<file path="src/spt_pkg.sv">
// Package for the smooth pulse train: widths, register indexes, shared types.
// No dependencies.
package spt_pkg;
    localparam int unsigned FracBitsDef = 16;
    localparam int unsigned CoordW = 32;
    localparam int unsigned PerW = 31;
    localparam int unsigned OutW = 18;
    localparam int unsigned OutFrac = 16;
    localparam int unsigned CfgIdxW = 3;

    localparam logic [CfgIdxW-1:0] RegEdge0 = 3'd0;
    localparam logic [CfgIdxW-1:0] RegEdge1 = 3'd1;
    localparam logic [CfgIdxW-1:0] RegEdge2 = 3'd2;
    localparam logic [CfgIdxW-1:0] RegEdge3 = 3'd3;
    localparam logic [CfgIdxW-1:0] RegPeriod = 3'd4;

    // remainder cell word: partial remainder (33 bit unsigned magnitude) and sign of x
    typedef struct packed {
        logic        vld;
        logic        neg;
        logic [32:0] rem;
    } t_rem_word;

    // divide cell word for the two ramps in parallel
    typedef struct packed {
        logic        vld;
        logic [32:0] num0;
        logic [32:0] num1;
        logic [32:0] w0;
        logic [32:0] w1;
        logic [1:0]  sat0;  // 0 below, 1 above, 2/3 in ramp
        logic [1:0]  sat1;
    } t_div_ctl;
endpackage

</file>
<file path="src/spt_div_cell.sv">
// One quotient bit of t = (d << FRAC_BITS) / w for both ramps.
// Depends on spt_pkg.
module spt_div_cell #(
    parameter int unsigned FRAC_BITS = spt_pkg::FracBitsDef
) (
    input  logic                   i_clk,
    input  logic                   i_rst_n,
    input  logic                   i_en,
    input  spt_pkg::t_div_ctl      i_ctl,
    input  logic [FRAC_BITS-1:0]   i_q0,
    input  logic [FRAC_BITS-1:0]   i_q1,
    output spt_pkg::t_div_ctl      o_ctl,
    output logic [FRAC_BITS-1:0]   o_q0,
    output logic [FRAC_BITS-1:0]   o_q1
);
    spt_pkg::t_div_ctl    r_ctl;
    spt_pkg::t_div_ctl    n_ctl;
    logic [FRAC_BITS-1:0] r_q0, r_q1, n_q0, n_q1;
    logic [33:0]          s0, s1;

    // num < w on entry; shift left one, subtract if it fits
    always_comb begin
        n_ctl = i_ctl;
        s0 = {i_ctl.num0, 1'b0};
        s1 = {i_ctl.num1, 1'b0};
        n_q0 = {i_q0[FRAC_BITS-2:0], 1'b0};
        n_q1 = {i_q1[FRAC_BITS-2:0], 1'b0};
        if (s0 >= {1'b0, i_ctl.w0}) begin
            s0 = s0 - {1'b0, i_ctl.w0};
            n_q0[0] = 1'b1;
        end
        if (s1 >= {1'b0, i_ctl.w1}) begin
            s1 = s1 - {1'b0, i_ctl.w1};
            n_q1[0] = 1'b1;
        end
        n_ctl.num0 = s0[32:0];
        n_ctl.num1 = s1[32:0];
    end

    always_ff @(posedge i_clk) begin
        if (!i_rst_n) begin
            r_ctl.vld <= 1'b0;
        end else if (i_en) begin
            r_ctl.vld <= n_ctl.vld;
        end
        if (i_en) begin
            r_ctl.num0 <= n_ctl.num0;
            r_ctl.num1 <= n_ctl.num1;
            r_ctl.w0   <= n_ctl.w0;
            r_ctl.w1   <= n_ctl.w1;
            r_ctl.sat0 <= n_ctl.sat0;
            r_ctl.sat1 <= n_ctl.sat1;
            r_q0       <= n_q0;
            r_q1       <= n_q1;
        end
    end
    assign o_ctl = r_ctl;
    assign o_q0  = r_q0;
    assign o_q1  = r_q1;
endmodule

</file>
<file path="config.mk">
export PLATFORM = sky130hd
export DESIGN_NAME = spt_div_cell
export DESIGN_NICKNAME = d
export VERILOG_FILES = /design/src/spt_pkg.sv /design/src/spt_div_cell.sv
export SDC_FILE = /design/constraint.sdc
export NUM_CORES = 1
export LEC_CHECK = 0
export BUFFER_PORTS_ARGS = -buffer_cell sky130_fd_sc_hd__buf_2
export CORE_UTILIZATION = 40
export DETAILED_ROUTE_END_ITERATION = 8
export PLACE_DENSITY = 0.66
export SYNTH_ARGS = -nofsm -noshare
export SYNTH_HDL_FRONTEND = slang
export SYNTH_SLANG_ARGS = --single-unit
</file>
<file path="constraint.sdc">
create_clock -name i_clk -period 3.65 [get_ports i_clk]
set_input_delay 0.1825 -clock i_clk [delete_from_list [all_inputs] [get_ports i_clk]]
set_output_delay 0.1825 -clock i_clk [all_outputs]
set_load 0.01 [all_outputs]
</file>
==> flow_summary.json <==
{
  "status": "finished, final reports clean",
  "ys_seq_area_share_pct": 50.8,
  "critical_path.cell_chain": "dlygate4sd3_1 > buf_2 > fa_1 > and2b_1 > o2111ai_1 > a2111oi_2 > nor2_4 > o21ai_4 > and3_4 > nor4_4 > inv_4 > buf_12 > mux2_2",
  "setup-tns-final_ns": 0,
  "drv_cap": 0,
  "hold_ws_ns": 0.0472,
  "antenna_found_initial": 3,
  "async_flop_share_pct": 0,
  "cp_slowest_cell": "dlygate4sd3_1",
  "vias_per_cell": 5.00,
  "dp_slack_ns": 0.307,
  "total_power_mw": 5.80,
  "setup_ws_ns": 0.214,
  "root_buffer": "clkbuf_16",
  "cts_tree": "done",
  "hold_viol_final": 0,
  "grt_remaining_overflow": 0,
  "synth_most_common_cell": "edfxtp_1",
  "first_pass_iters": 5,
  "timing.final.crit_share_pct": 94.1,
  "synth-edff-count": 168,
  "worstPathArrival_ns": 3.61,
  "gp_congestion": 0.823,
  "grt_pass1_wl_mm": 41.6,
  "cts_sinks": 169,
  "fin_crit_ns": 3.44,
  "min_path_type": "in -> reg",
  "numCtsBuffers": 17,
  "io_pins": 341,
  "cp.required_ns": 3.83,
  "port_buffers": 338,
  "critical_path_buf_inv_count": 4,
  "std_cell_rows": 57,
  "dp_hpwl_mm": 19.9,
  "grt_max_degree": 69,
  "wirelength_mm": 26.6,
  "cp-start-kind": "input pin",
  "yosysUniqueCellTypes": 72,
  "yosys.area.top_type": "edfxtp_1",
  "die_y_um": 160,
  "grt_pass1_vias": 8433,
  "tightest_slew_ns": 0.636,
  "wl_per_cell_um": 15.9,
  "final_core_util_pct": 56.0,
  "critical_path_class": "in -> reg",
  "worstPathMaxFanout": 12,
  "slew_headroom_pct": 57.3,
  "antenna_left": 0,
  "cp-end-kind": "register",
  "synth_commonest_cells": "edfxtp_1, inv_1, nand2_1",
  "yosysTopAreaCellShare_pct": 50.6,
  "syn2layout_area_growth_pct": 36.9,
  "rsz0062_at_grt": "no",
  "fmax_ghz": 0.291,
  "max-vdd-ir-drop_uv": 248,
  "synth-seq-cells": 169,
  "crit_family": "buffers and inverters",
  "htree_levels": 4,
  "r2r_slack_ns": 2.48,
  "maxSlewViolCount": 0,
  "syn_inst": 889,
  "skew_ns": 0,
  "drc": 0,
  "core_um2": 24400,
  "cpPeakStageDelay_ns": 0.53,
  "worstSkewPairLatency_ns": 0.43,
  "syn-num-nets": 1129,
  "netlist_area_um2": 9970,
  "vias": 8323,
  "leakage_nw": 6.22,
  "die_x_um": 160,
  "path_clk_slew_ns": 0.07,
  "ys_warn_count": 0,
  "start_util_pct": 40.9,
  "clockBufferDepth": 2,
  "drt_iter0_drc": 465,
  "drive_gt1_share_pct": 31.8,
  "grt_usage_pct": 20.6,
  "p_per_area_nw_per_um2": 425,
  "synth_area_leaders": "edfxtp_1, ha_1, mux2_4",
  "syn_avg_cell_area_um2": 11.2,
  "cts_resized": 0,
  "setup_viol": 0,
  "nNetsFinal": 1568,
  "die-area_um2": 25600,
  "ys_dominant_reg_cell": "edfxtp_1"
}
## through the flow
stage | instance area [µm²] | std cells
floorplan | 9970 | 889
global placement | 12000 | 1531
detailed placement | 12000 | 1531
CTS | 13600 | 1665
global route | 13600 | 1665
finish | 13600 | 1666
## layout by cell type, fill, tap and decap left out, types with 24 or more instances in the layout
cell type | Yosys | routed
a21oi_1 | 64 | 64
nand2_1 | 75 | 74
xor2_1 | 24 | 24
a21o_1 | 36 | 36
inv_1 | 85 | 85
ha_1 | 66 | 66
edfxtp_1 | 168 | 168
buf_2 | 1 | 337
xnor2_1 | 26 | 26
mux2_4 | 28 | 28
nor2_1 | 33 | 33
dlygate4sd3_1 | 0 | 102
o21ai_0 | 57 | 57
## kinds of logic (layout without fill, tap and decap cells)
group                      after synthesis  after routing  synth area share (%)
muxes                                   34             34                  4.86
AOI/OAI and AO/OA                      243            243                  15.9
xor gates and xnor gates                50             50                  4.39
other                                    0              1                     0
DFF                                    169            169                  50.8
buffers and inverters                  116            568                  4.71
adders and majority gates               68             68                  8.69
and+or+nand+nor                        209            209                  10.6
## cell type report
| cell class | instances | area, µm² |
|---|---|---|
| Tap cell | 324 | 405 |
| Antenna cell | 1 | 2.50 |
| Timing Repair Buffer | 450 | 2830 |
| Clock inverter | 15 | 156 |
| Multi-Input combinational cell | 604 | 4440 |
| Clock buffer | 17 | 425 |
| Fill cell | 2163 | 10700 |
| Sequential cell | 169 | 5060 |
| Inverter | 86 | 325 |
## power by group
part	switching [mW]	internal [mW]
Sequential	0.0551	2.41
Combinational	0.826	0.718
Clock	0.881	0.913
Total	1.76	4.04
## layer usage
layer	GRT usage [%]	up-vias	share of wire, %
met2	38.2	267	51
met3	4.47	36	6.0
li1	-	4173	-
met4	6.23	2	2.1
met1	23.4	3845	41
met5	0	-	0.053
## worst register-to-register path: stages (launching register included)
cell and delay, ns:
dfxtp_1 0.32, mux2i_1 0.13, nor2b_1 0.06, dlygate4sd3_1 0.55
## final timing paths
path | startpoint | to | cells after the start
setup / recovery | i_ctl[4] | o_ctl[102] | 13
hold / removal | i_ctl[110] | o_ctl[111] | 3
setup reg to reg | o_ctl[136] | o_ctl[136] | 3
hold reg to reg | o_ctl[136] | o_ctl[136] | 3
## registers in the layout (all words and copies together) (netlist names)
name	cells
o_ctl	137
o_q0	16
o_q1	16
## what timing repair did
action | in CTS | in global routing
hold buffers | 102 | 0
endpoints found under the hold margin | 101 | 0
setup buffers | 0 | 0
Note: power is estimated with default switching activity, not from simulation.
