===== src/spt_pkg.sv =====
// Package for the smooth pulse train: widths, register indexes, shared types.
// No dependencies.
package spt_pkg;
    localparam int unsigned FracBitsDef = 16;
    localparam int unsigned CoordW = 32;
    localparam int unsigned PerW = 31;
    localparam int unsigned OutW = 18;
    localparam int unsigned OutFrac = 16;
    localparam int unsigned CfgIdxW = 3;

    localparam logic [CfgIdxW-1:0] RegEdge0 = 3'd0;
    localparam logic [CfgIdxW-1:0] RegEdge1 = 3'd1;
    localparam logic [CfgIdxW-1:0] RegEdge2 = 3'd2;
    localparam logic [CfgIdxW-1:0] RegEdge3 = 3'd3;
    localparam logic [CfgIdxW-1:0] RegPeriod = 3'd4;

    // remainder cell word: partial remainder (33 bit unsigned magnitude) and sign of x
    typedef struct packed {
        logic        vld;
        logic        neg;
        logic [32:0] rem;
    } t_rem_word;

    // divide cell word for the two ramps in parallel
    typedef struct packed {
        logic        vld;
        logic [32:0] num0;
        logic [32:0] num1;
        logic [32:0] w0;
        logic [32:0] w1;
        logic [1:0]  sat0;  // 0 below, 1 above, 2/3 in ramp
        logic [1:0]  sat1;
    } t_div_ctl;
endpackage


===== src/spt_rem_cell.sv =====
// One restoring step of the floored remainder x mod period.
// Depends on spt_pkg.
module spt_rem_cell #(
    parameter int unsigned SHIFT = 0
) (
    input  logic                 i_clk,
    input  logic                 i_rst_n,
    input  logic                 i_en,
    input  logic [30:0]          i_period,
    input  spt_pkg::t_rem_word   i_word,
    output spt_pkg::t_rem_word   o_word
);
    spt_pkg::t_rem_word r_word;
    spt_pkg::t_rem_word n_word;
    logic [63:0] sub;

    // rem holds |x| reduced; subtract period << SHIFT if it fits
    assign sub = {33'd0, i_period} << SHIFT;

    always_comb begin
        n_word = i_word;
        if ({31'd0, i_word.rem} >= sub) begin
            n_word.rem = 33'({31'd0, i_word.rem} - sub);
        end
    end

    always_ff @(posedge i_clk) begin
        if (!i_rst_n) begin
            r_word.vld <= 1'b0;
        end else if (i_en) begin
            r_word.vld <= n_word.vld;
        end
        if (i_en) begin
            r_word.neg <= n_word.neg;
            r_word.rem <= n_word.rem;
        end
    end
    assign o_word = r_word;
endmodule


===== config.mk =====
export PLATFORM = sky130hd
export DESIGN_NAME = spt_rem_cell
export DESIGN_NICKNAME = d
export VERILOG_FILES = /design/src/spt_pkg.sv /design/src/spt_rem_cell.sv
export SDC_FILE = /design/constraint.sdc
export NUM_CORES = 1
export LEC_CHECK = 0
export ABC_AREA = 1
export BUFFER_PORTS_ARGS = -buffer_cell sky130_fd_sc_hd__buf_2
export CAP_MARGIN = 20
export CORE_ASPECT_RATIO = 1.75
export CORE_UTILIZATION = 55
export DETAILED_ROUTE_END_ITERATION = 8
export GPL_TIMING_DRIVEN = 0
export PLACE_DENSITY = 0.93
export SYNTH_ARGS = -nofsm -noshare
export SYNTH_HDL_FRONTEND = slang
export SYNTH_SLANG_ARGS = --single-unit

===== constraint.sdc =====
create_clock -name i_clk -period 2.79 [get_ports i_clk]
set_input_delay 0.558 -clock i_clk [delete_from_list [all_inputs] [get_ports i_clk]]
set_output_delay 0.558 -clock i_clk [all_outputs]
set_load 0.02 [all_outputs]

==> results of run 1 <==
metrics by stage:
stage	setup TNS [ns]	utilization, %	setup slack, ns	std cells
global route	0	67.0	0.126	929
floorplan	0	-	0.595	730
CTS	0	66.9	0.0928	929
global placement	-1.26	65.1	-0.0641	921
finish	0	67.0	0.247	929
detailed placement	-3.86	65.1	-0.148	921
cell families after synthesis:
group	count (synthesis)	synth area share, %
AOI/OAI and AO/OA	22	2.70
xor gates and xnor gates	15	3.08
adders and majority gates	32	9.57
buffers and inverters	184	17.0
DFF	35	24.4
and+or+nand+nor	442	43.3
repair_timing:
action	in CTS	in global routing
resized for setup	0	1
setup endpoints to repair	0	30
setup buffers	0	0
path summary, 6_finish.rpt:
path / start / endpoint / slack [ns] / cells after the start
hold reg to reg: o_word[34] / o_word[34] / 0.56 / 2
hold / removal: i_word[33] / o_word[33] / 0.44 / 1
setup / recovery: i_period[26] / o_word[0] / 0.25 / 14
setup reg to reg: o_word[34] / o_word[34] / 2.12 / 2
where the power goes:
group | total (mW) | internal (mW) | leakage [nW] | switching, mW
logic | 0.904 | 0.309 | 2.81 | 0.595
clock network | 0.563 | 0.330 | 0.0669 | 0.233
registers | 0.702 | 0.683 | 0.340 | 0.0186
total | 2.17 | 1.32 | 3.22 | 0.847
area by class of cell:
cell class	instances	area [µm²]	share of cell area, %
tap	88	110	2.19
buffer	12	78.8	1.57
clock buffer	6	129	2.56
inverter	172	646	12.8
sequential	35	1040	20.7
clock inverter	2	12.5	0.249
timing repair buffer	103	515	10.2
multi-input combinational	511	2500	49.7
routing by layer:
metal / wire length, µm / global-route usage, % / up-vias / share of wire (%)
met1: 3920 / 29.7 / 2074 / 32
li1: - / - / 2446 / -
met5: 0 / 0 / - / 0
met3: 681 / 5.31 / 74 / 5.6
met4: 1040 / 27.9 / 0 / 8.5
met2: 6610 / 57.5 / 203 / 54
placed cells by master, fill, tap and decap left out, drive strengths merged, types with 15 or more instances in the layout:
master and instances:
buf 115, nor2 41, inv 172, edfxtp 34, ha 31, nand4 36, a21oi 18, nand2 323
xor2 15, nand3 33
worst max-delay path: stages:
cell and delay [ns]:
buf_2 0.08, inv_1 0.04, ha_1 0.39, nand2_1 0.10, nand2_1 0.05, inv_1 0.08, nor2_1 0.04, nor2_1 0.12
o21ai_0 0.12, nor2_2 0.37, nand3_4 0.25, buf_6 0.21, nand2_1 0.08, nand2_1 0.09
==> flow_summary.yaml, run 1 <==
outcome:
  status: "completed"
synthesis:
  synth.most_common_cell: "nand2_1"
  synth-edff-count: 34
  seq_area_frac_synth_pct: 24.4
  synth_cell_types: 22
  synth_seq_cells: 35
  synth_common_cells: "nand2_1 (322), inv_1 (172), nor2_1 (36)"
  synth_warnings: 0
  syn_nets: 831
  netlist.area_leader.share_pct: 28.3
  syn_avg_cell_area_um2: 5.84
  synth_ff_type: "edfxtp_1"
  ys_async_sr_fraction_pct: 0
  yosys.area.top_type: "nand2_1"
  yosys-top-cells-area: "nand2_1 (28%), edfxtp_1 (24%), inv_1 (15%), ha_1 (9.1%), nand4_1 (5.1%)"
  synth_cells: 730
  synth_area_mm2: 0.00426
grt:
  grt.overflow.total: 0
  grt_max_degree: 37
  antenna_found_initial: 0
  grt_pass1_vias: 4599
  grt_pass1_wl_um: 19600
  track_usage_pct: 32.5
die:
  fp.dieH_um: 118
  fp-row-count: 42
  initial_utilization_pct: 56.7
  core_area_mm2: 0.00751
  die_x_um: 68.6
  die-area_mm2: 0.00812
  num_io_pins: 104
layout:
  largest_reg_flops: 35
  syn2layout_area_growth_pct: 18.0
  final_area_mm2: 0.00503
  drive_above_1_share_pct: 15.7
  fillers: 729
  layout.nets: 941
  diodes: 0
timing:
  slew_viol_final: 0
  post-route-period-util_pct: 91.1
  worst_pin_slew_ns: 0.836
  finalHoldViolCount: 0
  whs_ns: 0.441
  skew_ns: 0
  fin_crit_ns: 2.54
  finalSetupViolations: 0
  fmax_mhz: 393
  relSlewSlack_pct: 44.3
  rsz0062_at_grt: "false"
power_and_ir_drop:
  powerDensity_mw_per_mm2: 431
  peakVddDrop_v: 0.000247
  power_mw: 2.17
  p_leak_nw: 3.22
run:
  cap_viol_max_count: 0
clock_network:
  numCtsBuffers: 5
  path_clk_slew_ns: 0.06
  htree_levels: 2
  ctsHoldBuffers: 0
  clk_path_buf_depth: 2
  clockRootBuffer: "clkbuf_16"
  cts_num_sinks: 35
  clk_latency_ns: 0.29
  tritoncts: "done"
min_path:
  min_path_type: "in2reg"
detailed_routing:
  post_drt_wl_per_cell_um: 13.2
  vias_per_cell: 5.16
  drt-pass1-iter-count: 5
  ant_nets: 0
  drt-total-wl_um: 12300
  num_vias: 4797
  first_iter_violations: 292
  drc: 0
placement:
  port_buffers: 103
  gp_congestion: 0.937
  dpl.hpwl_um: 9900
  dpl-instance-area_mm2: 0.00489
critical_path:
  start_kind: "input pin"
  cp_data_required_time_ns: 2.83
  crit_arrival_ns: 2.58
  worst_setup_path_end_kind: "flip-flop"
  crit_fanout: 10
  critPathKind: "in2reg"
(Power assumes the default switching activity.)
==> run 2: changes to the inputs <==
--- a/config.mk
+++ b/config.mk
@@ -8,10 +8,10 @@
 export ABC_AREA = 1
 export BUFFER_PORTS_ARGS = -buffer_cell sky130_fd_sc_hd__buf_2
 export CAP_MARGIN = 20
-export CORE_ASPECT_RATIO = 1.75
 export CORE_UTILIZATION = 55
 export DETAILED_ROUTE_END_ITERATION = 8
 export GPL_TIMING_DRIVEN = 0
+export MAX_ROUTING_LAYER = met4
 export PLACE_DENSITY = 0.93
 export SYNTH_ARGS = -nofsm -noshare
 export SYNTH_HDL_FRONTEND = slang
==> run 2 against run 1 <==
Against the previous run:
- maximum frequency is 1.1% lower
- hold slack better by 0.0041 ns
- first-iteration DRC count is 32% higher
- die area is 0.17% lower
- total power hardly changed
- clock skew stayed put
- critical path type unchanged
- critical endpoint is now o_word[1]
==> flow_summary.yaml, run 2 (synthesis gave the netlist of run 1 again) <==
outcome:
  status: "completed"
min_path:
  hold_end: "o_word[33]"
  holdPathStages: 1
  min_path_type: "in2reg"
  hold_start: "i_word[33]"
grt:
  grt_max_degree: 37
  grt_pass1_vias: 4223
  grt.overflow.total: 0
  grt_pass1_wl_um: 19200
  antenna_found_initial: 0
  track_usage_pct: 30.2
detailed_routing:
  vias_per_cell: 5.01
  post_drt_wl_per_cell_um: 12.5
  drc: 0
  num_vias: 4712
  ant_nets: 0
  first_iter_violations: 384
  drt-total-wl_um: 11800
  drt-pass1-iter-count: 5
critical_path:
  crit_fanout: 10
  r2r-start: "o_word[34]"
  critPathMostFrequentCell: "nand2_1"
  r2r_slack_ns: 2.14
  cp_data_required_time_ns: 2.84
  crit_arrival_ns: 2.62
  critPathKind: "in2reg"
  slowest_stage: "nor2_1"
  cp_num_buf_inv: 4
  path_cells: "buf_2, inv_1, ha_1, nand2_1, inv_1, nand2_1, nand2_1, nand2_1, a21oi_1, nor2_1, nand3_4, buf_6, nand2_1, nand2_1"
  cp_top_family: "simple AND/OR/NAND/NOR gates"
  r2r_cells: 2
  cp_slowest_stage_delay_ns: 0.47
  worst_setup_path_end_kind: "flip-flop"
  start_kind: "input pin"
  rr_endpoint: "o_word[34]"
timing:
  skew_ns: 0
  whs_ns: 0.445
  worst_pin_slew_ns: 0.811
  slew_viol_final: 0
  rsz0062_at_grt: "false"
  fmax_mhz: 389
  finalSetupViolations: 0
  relSlewSlack_pct: 45.9
  post-route-period-util_pct: 92.2
  fin_crit_ns: 2.57
  finalSetupTns_ns: 0
  finalHoldViolCount: 0
layout:
  layout.nets: 941
  fillers: 738
  multiInputGateArea_mm2: 0.00250
  drive_above_1_share_pct: 15.7
  final_common_cell: "nand2_1"
  seqCellArea_mm2: 0.00104
  syn2layout_area_growth_pct: 18.2
  final_cell_mix: "nand2_1 (322), inv_1 (172), buf_2 (112)"
  finalNonFillerCells: 940
  largest_reg_flops: 35
  diodes: 0
clock_network:
  tritoncts: "done"
  clk_path_buf_depth: 2
  clk_latency_ns: 0.29
  clockRootBuffer: "clkbuf_8"
  ctsHoldBuffers: 0
  cts_num_sinks: 35
  numCtsBuffers: 5
  cts_resized: 0
  path_clk_slew_ns: 0.07
  htree_levels: 2
  cts_setup_buffers: 0
power_and_ir_drop:
  peakVddDrop_v: 0.000262
  power_frac_comb_pct: 41.2
  p_leak_nw: 3.21
  p_sw_share_pct: 37.8
  p_sw_uw: 820
  powerDensity_mw_per_mm2: 430
  pwr-share-clk_pct: 26.6
  pwr-share-seq_pct: 32.2
  internal_power_mw: 1.35
placement:
  dp_cells: 932
  port_buffers: 103
  dpl.hpwl_um: 9590
  gp_congestion: 0.996
die:
  num_io_pins: 104
  core_area_mm2: 0.00737
  initial_utilization_pct: 57.9
  die-area_mm2: 0.00811
  fp-row-count: 31
  fp.dieH_um: 90.1
  die_x_um: 90.1
run:
  cap_viol_max_count: 0
==> run 2: worst max-delay path by stage <==
stage | end | start | slack [ns] | cells past startpoint
floorplan | o_word[32] | i_word[0] | 0.60 | 16
global placement | o_word[24] | i_period[30] | -0.002 | 12
detailed placement | o_word[24] | i_period[30] | -0.01 | 12
CTS | o_word[3] | i_period[20] | 0.29 | 14
global route | o_word[28] | i_period[18] | 0.11 | 14
finish | o_word[1] | i_period[20] | 0.22 | 14
==> run 2: metrics by stage <==
step                      utilization [%]  worst slack [ns]  cell area (µm²)  power [mW]
after global routing                 68.4             0.110             5040        2.31
after CTS                            68.4             0.289             5040        2.18
after global placement               66.5          -0.00232             4900        1.57
final                                68.4             0.218             5040        2.17
after detailed placement             66.5           -0.0102             4900        1.59
after floorplan                         -             0.595             4260        1.33
==> run 2: area by class of cell <==
type | count | area share, %
plain buffers | 12 | 1.56
repair buffers | 103 | 10.2
clock buffers | 5 | 1.37
well taps | 99 | 2.46
clock inverters | 3 | 1.34
flip-flops and latches | 35 | 20.7
multi-input cells | 511 | 49.6
inverters | 172 | 12.8
==> run 2: power groups by stage <==
stage                     registers, mW  logic (mW)  clock network (mW)
final                             0.698       0.893               0.577
after global routing              0.705       0.997               0.606
after CTS                         0.699       0.885               0.592
after detailed placement          0.710       0.880                   0
after global placement            0.708       0.863                   0
after floorplan                   0.819       0.507                   0
==> run 2: layer usage <==
layer	vias up	wire length (µm)	track usage, %
li1	2449	-	-
met1	2050	5200	38.4
met2	188	5400	49.6
met3	25	873	3.98
met4	0	299	10.2
met5	-	0	-
==> run 3: changes to the inputs <==
--- a/config.mk
+++ b/config.mk
@@ -7,12 +7,12 @@
 export LEC_CHECK = 0
 export ABC_AREA = 1
 export BUFFER_PORTS_ARGS = -buffer_cell sky130_fd_sc_hd__buf_2
-export CAP_MARGIN = 20
 export CORE_UTILIZATION = 55
+export CTS_CLUSTER_DIAMETER = 30
 export DETAILED_ROUTE_END_ITERATION = 8
 export GPL_TIMING_DRIVEN = 0
 export MAX_ROUTING_LAYER = met4
-export PLACE_DENSITY = 0.93
+export PLACE_DENSITY = 0.91
 export SYNTH_ARGS = -nofsm -noshare
 export SYNTH_HDL_FRONTEND = slang
 export SYNTH_SLANG_ARGS = --single-unit
==> run 3 against run 2 <==
Against the previous run:
- clock power about the same
- cell count unchanged
- clock-buffer cell count unchanged
- sequential power about the same
- hold slack worse by 0.0046 ns
- utilization unchanged
- global-route usage up 0.17 points
- maximum frequency up 1.4%
- highest routed layer unchanged
- critical endpoint is now o_word[29]
==> flow_summary.yaml, run 3 (synthesis gave the netlist of run 1 again) <==
timing:
  fin_crit_ns: 2.54
  slew_viol_final: 0
  whs_ns: 0.440
  skew_ns: 0
  post-route-period-util_pct: 91.0
  finalSetupViolations: 0
  relSlewSlack_pct: 44.9
  fmax_mhz: 394
  finalSetupTns_ns: 0
  setup_ws_ns: 0.252
  finalHoldViolCount: 0
  worst_pin_slew_ns: 0.827
  rsz0062_at_grt: "false"
die:
  fp.dieH_um: 90.1
  core_area_mm2: 0.00737
  die_x_um: 90.1
  num_io_pins: 104
  fp-row-count: 31
  initial_utilization_pct: 57.9
  die-area_mm2: 0.00811
power_and_ir_drop:
  powerDensity_mw_per_mm2: 429
  peakVddDrop_v: 0.000245
  p_leak_nw: 3.21
  power_mw: 2.16
placement:
  dp_cells: 932
  port_buffers: 103
  dpl-instance-area_mm2: 0.00490
  gp_congestion: 0.984
  dpl.hpwl_um: 9640
  dp_slack_ns: -0.0209
clock_network:
  tritoncts: "done"
  clk_path_buf_depth: 2
  ctsHoldBuffers: 0
  cts_setup_buffers: 0
  cts_num_sinks: 35
  path_clk_slew_ns: 0.07
  htree_levels: 2
  clk_latency_ns: 0.29
  cts_resized: 0
  numCtsBuffers: 5
  clockRootBuffer: "clkbuf_8"
critical_path:
  r2r-start: "o_word[34]"
  cp_num_buf_inv: 4
  path_cells: "buf_2, inv_1, ha_1, a21oi_1, inv_1, nor3_1, o21ai_0, nor2_1, nand3_4, buf_6, nand2_1, nand2_1"
  worst_setup_path_end_kind: "flip-flop"
  cp_top_family: "simple AND/OR/NAND/NOR gates"
  slowest_stage: "nor2_1"
  rr_endpoint: "o_word[34]"
  cp_data_required_time_ns: 2.84
  crit_fanout: 10
  crit_arrival_ns: 2.59
  cp_slowest_stage_delay_ns: 0.44
  start_kind: "input pin"
  r2r_cells: 2
  critPathKind: "in2reg"
  r2r_slack_ns: 2.13
layout:
  multiInputGateArea_mm2: 0.00250
  largest_reg_flops: 35
  final_util_pct: 68.4
  diodes: 0
  final_cell_mix: "nand2_1 (322), inv_1 (172), buf_2 (112)"
  syn2layout_area_growth_pct: 18.2
  drive_above_1_share_pct: 15.7
  seqCellArea_mm2: 0.00104
  final_area_mm2: 0.00504
  layout.nets: 941
  final_common_cell: "nand2_1"
  finalNonFillerCells: 940
  fillers: 709
grt:
  grt_max_degree: 37
  grt.overflow.total: 0
  track_usage_pct: 30.4
  grt_pass1_vias: 4269
  grt_pass1_wl_um: 19300
  antenna_found_initial: 0
detailed_routing:
  vias_per_cell: 5.00
  first_iter_violations: 295
  drt-pass1-iter-count: 6
  drc: 0
  drt-total-wl_um: 11800
  post_drt_wl_per_cell_um: 12.5
  num_vias: 4696
  ant_nets: 0
min_path:
  hold_end: "o_word[33]"
  holdPathStages: 1
  min_path_type: "in2reg"
  hold_start: "i_word[33]"
run:
  cap_viol_max_count: 0
outcome:
  status: "completed"
## run 3: cell counts in the layout (fill, tap and decap cells not counted)
Identical to the previous run, type by type.
## run 3: final cells by class
cell class                      count  share of cell area, %
Multi-Input combinational cell    511                   49.6
Sequential cell                    35                   20.7
Inverter                          172                   12.8
Timing Repair Buffer              103                   10.2
Tap cell                           99                   2.46
Buffer                             12                   1.56
Clock buffer                        5                   1.37
Clock inverter                      3                   1.34
## run 3: power breakdown
part,internal (mW),switching [mW],total (mW)
registers,0.682,0.0160,0.698
clock network,0.357,0.219,0.575
logic,0.309,0.582,0.891
## run 3: layer usage
layer	part of all wire, %	global-route usage, %	vias to the layer above
met3	7.0	4.31	22
met2	45	48.5	187
met5	0	-	-
met4	2.3	10.1	0
met1	45	39.7	2037
li1	-	-	2450
## run 3: worst max path at each step
stage                 startpoint         end  cells after the start
floorplan              i_word[0]  o_word[32]                     16
global placement    i_period[30]  o_word[24]                     12
detailed placement  i_period[30]  o_word[24]                     12
CTS                 i_period[30]  o_word[24]                     12
global route        i_period[30]   o_word[1]                     12
finish              i_period[30]  o_word[29]                     12
## run 3: worst reg2reg max path: cells and delay by family (launching register included)
kind	cells	cell delay, ns
flip-flops	1	0.31
AO/OA/AOI/OAI	2	0.21
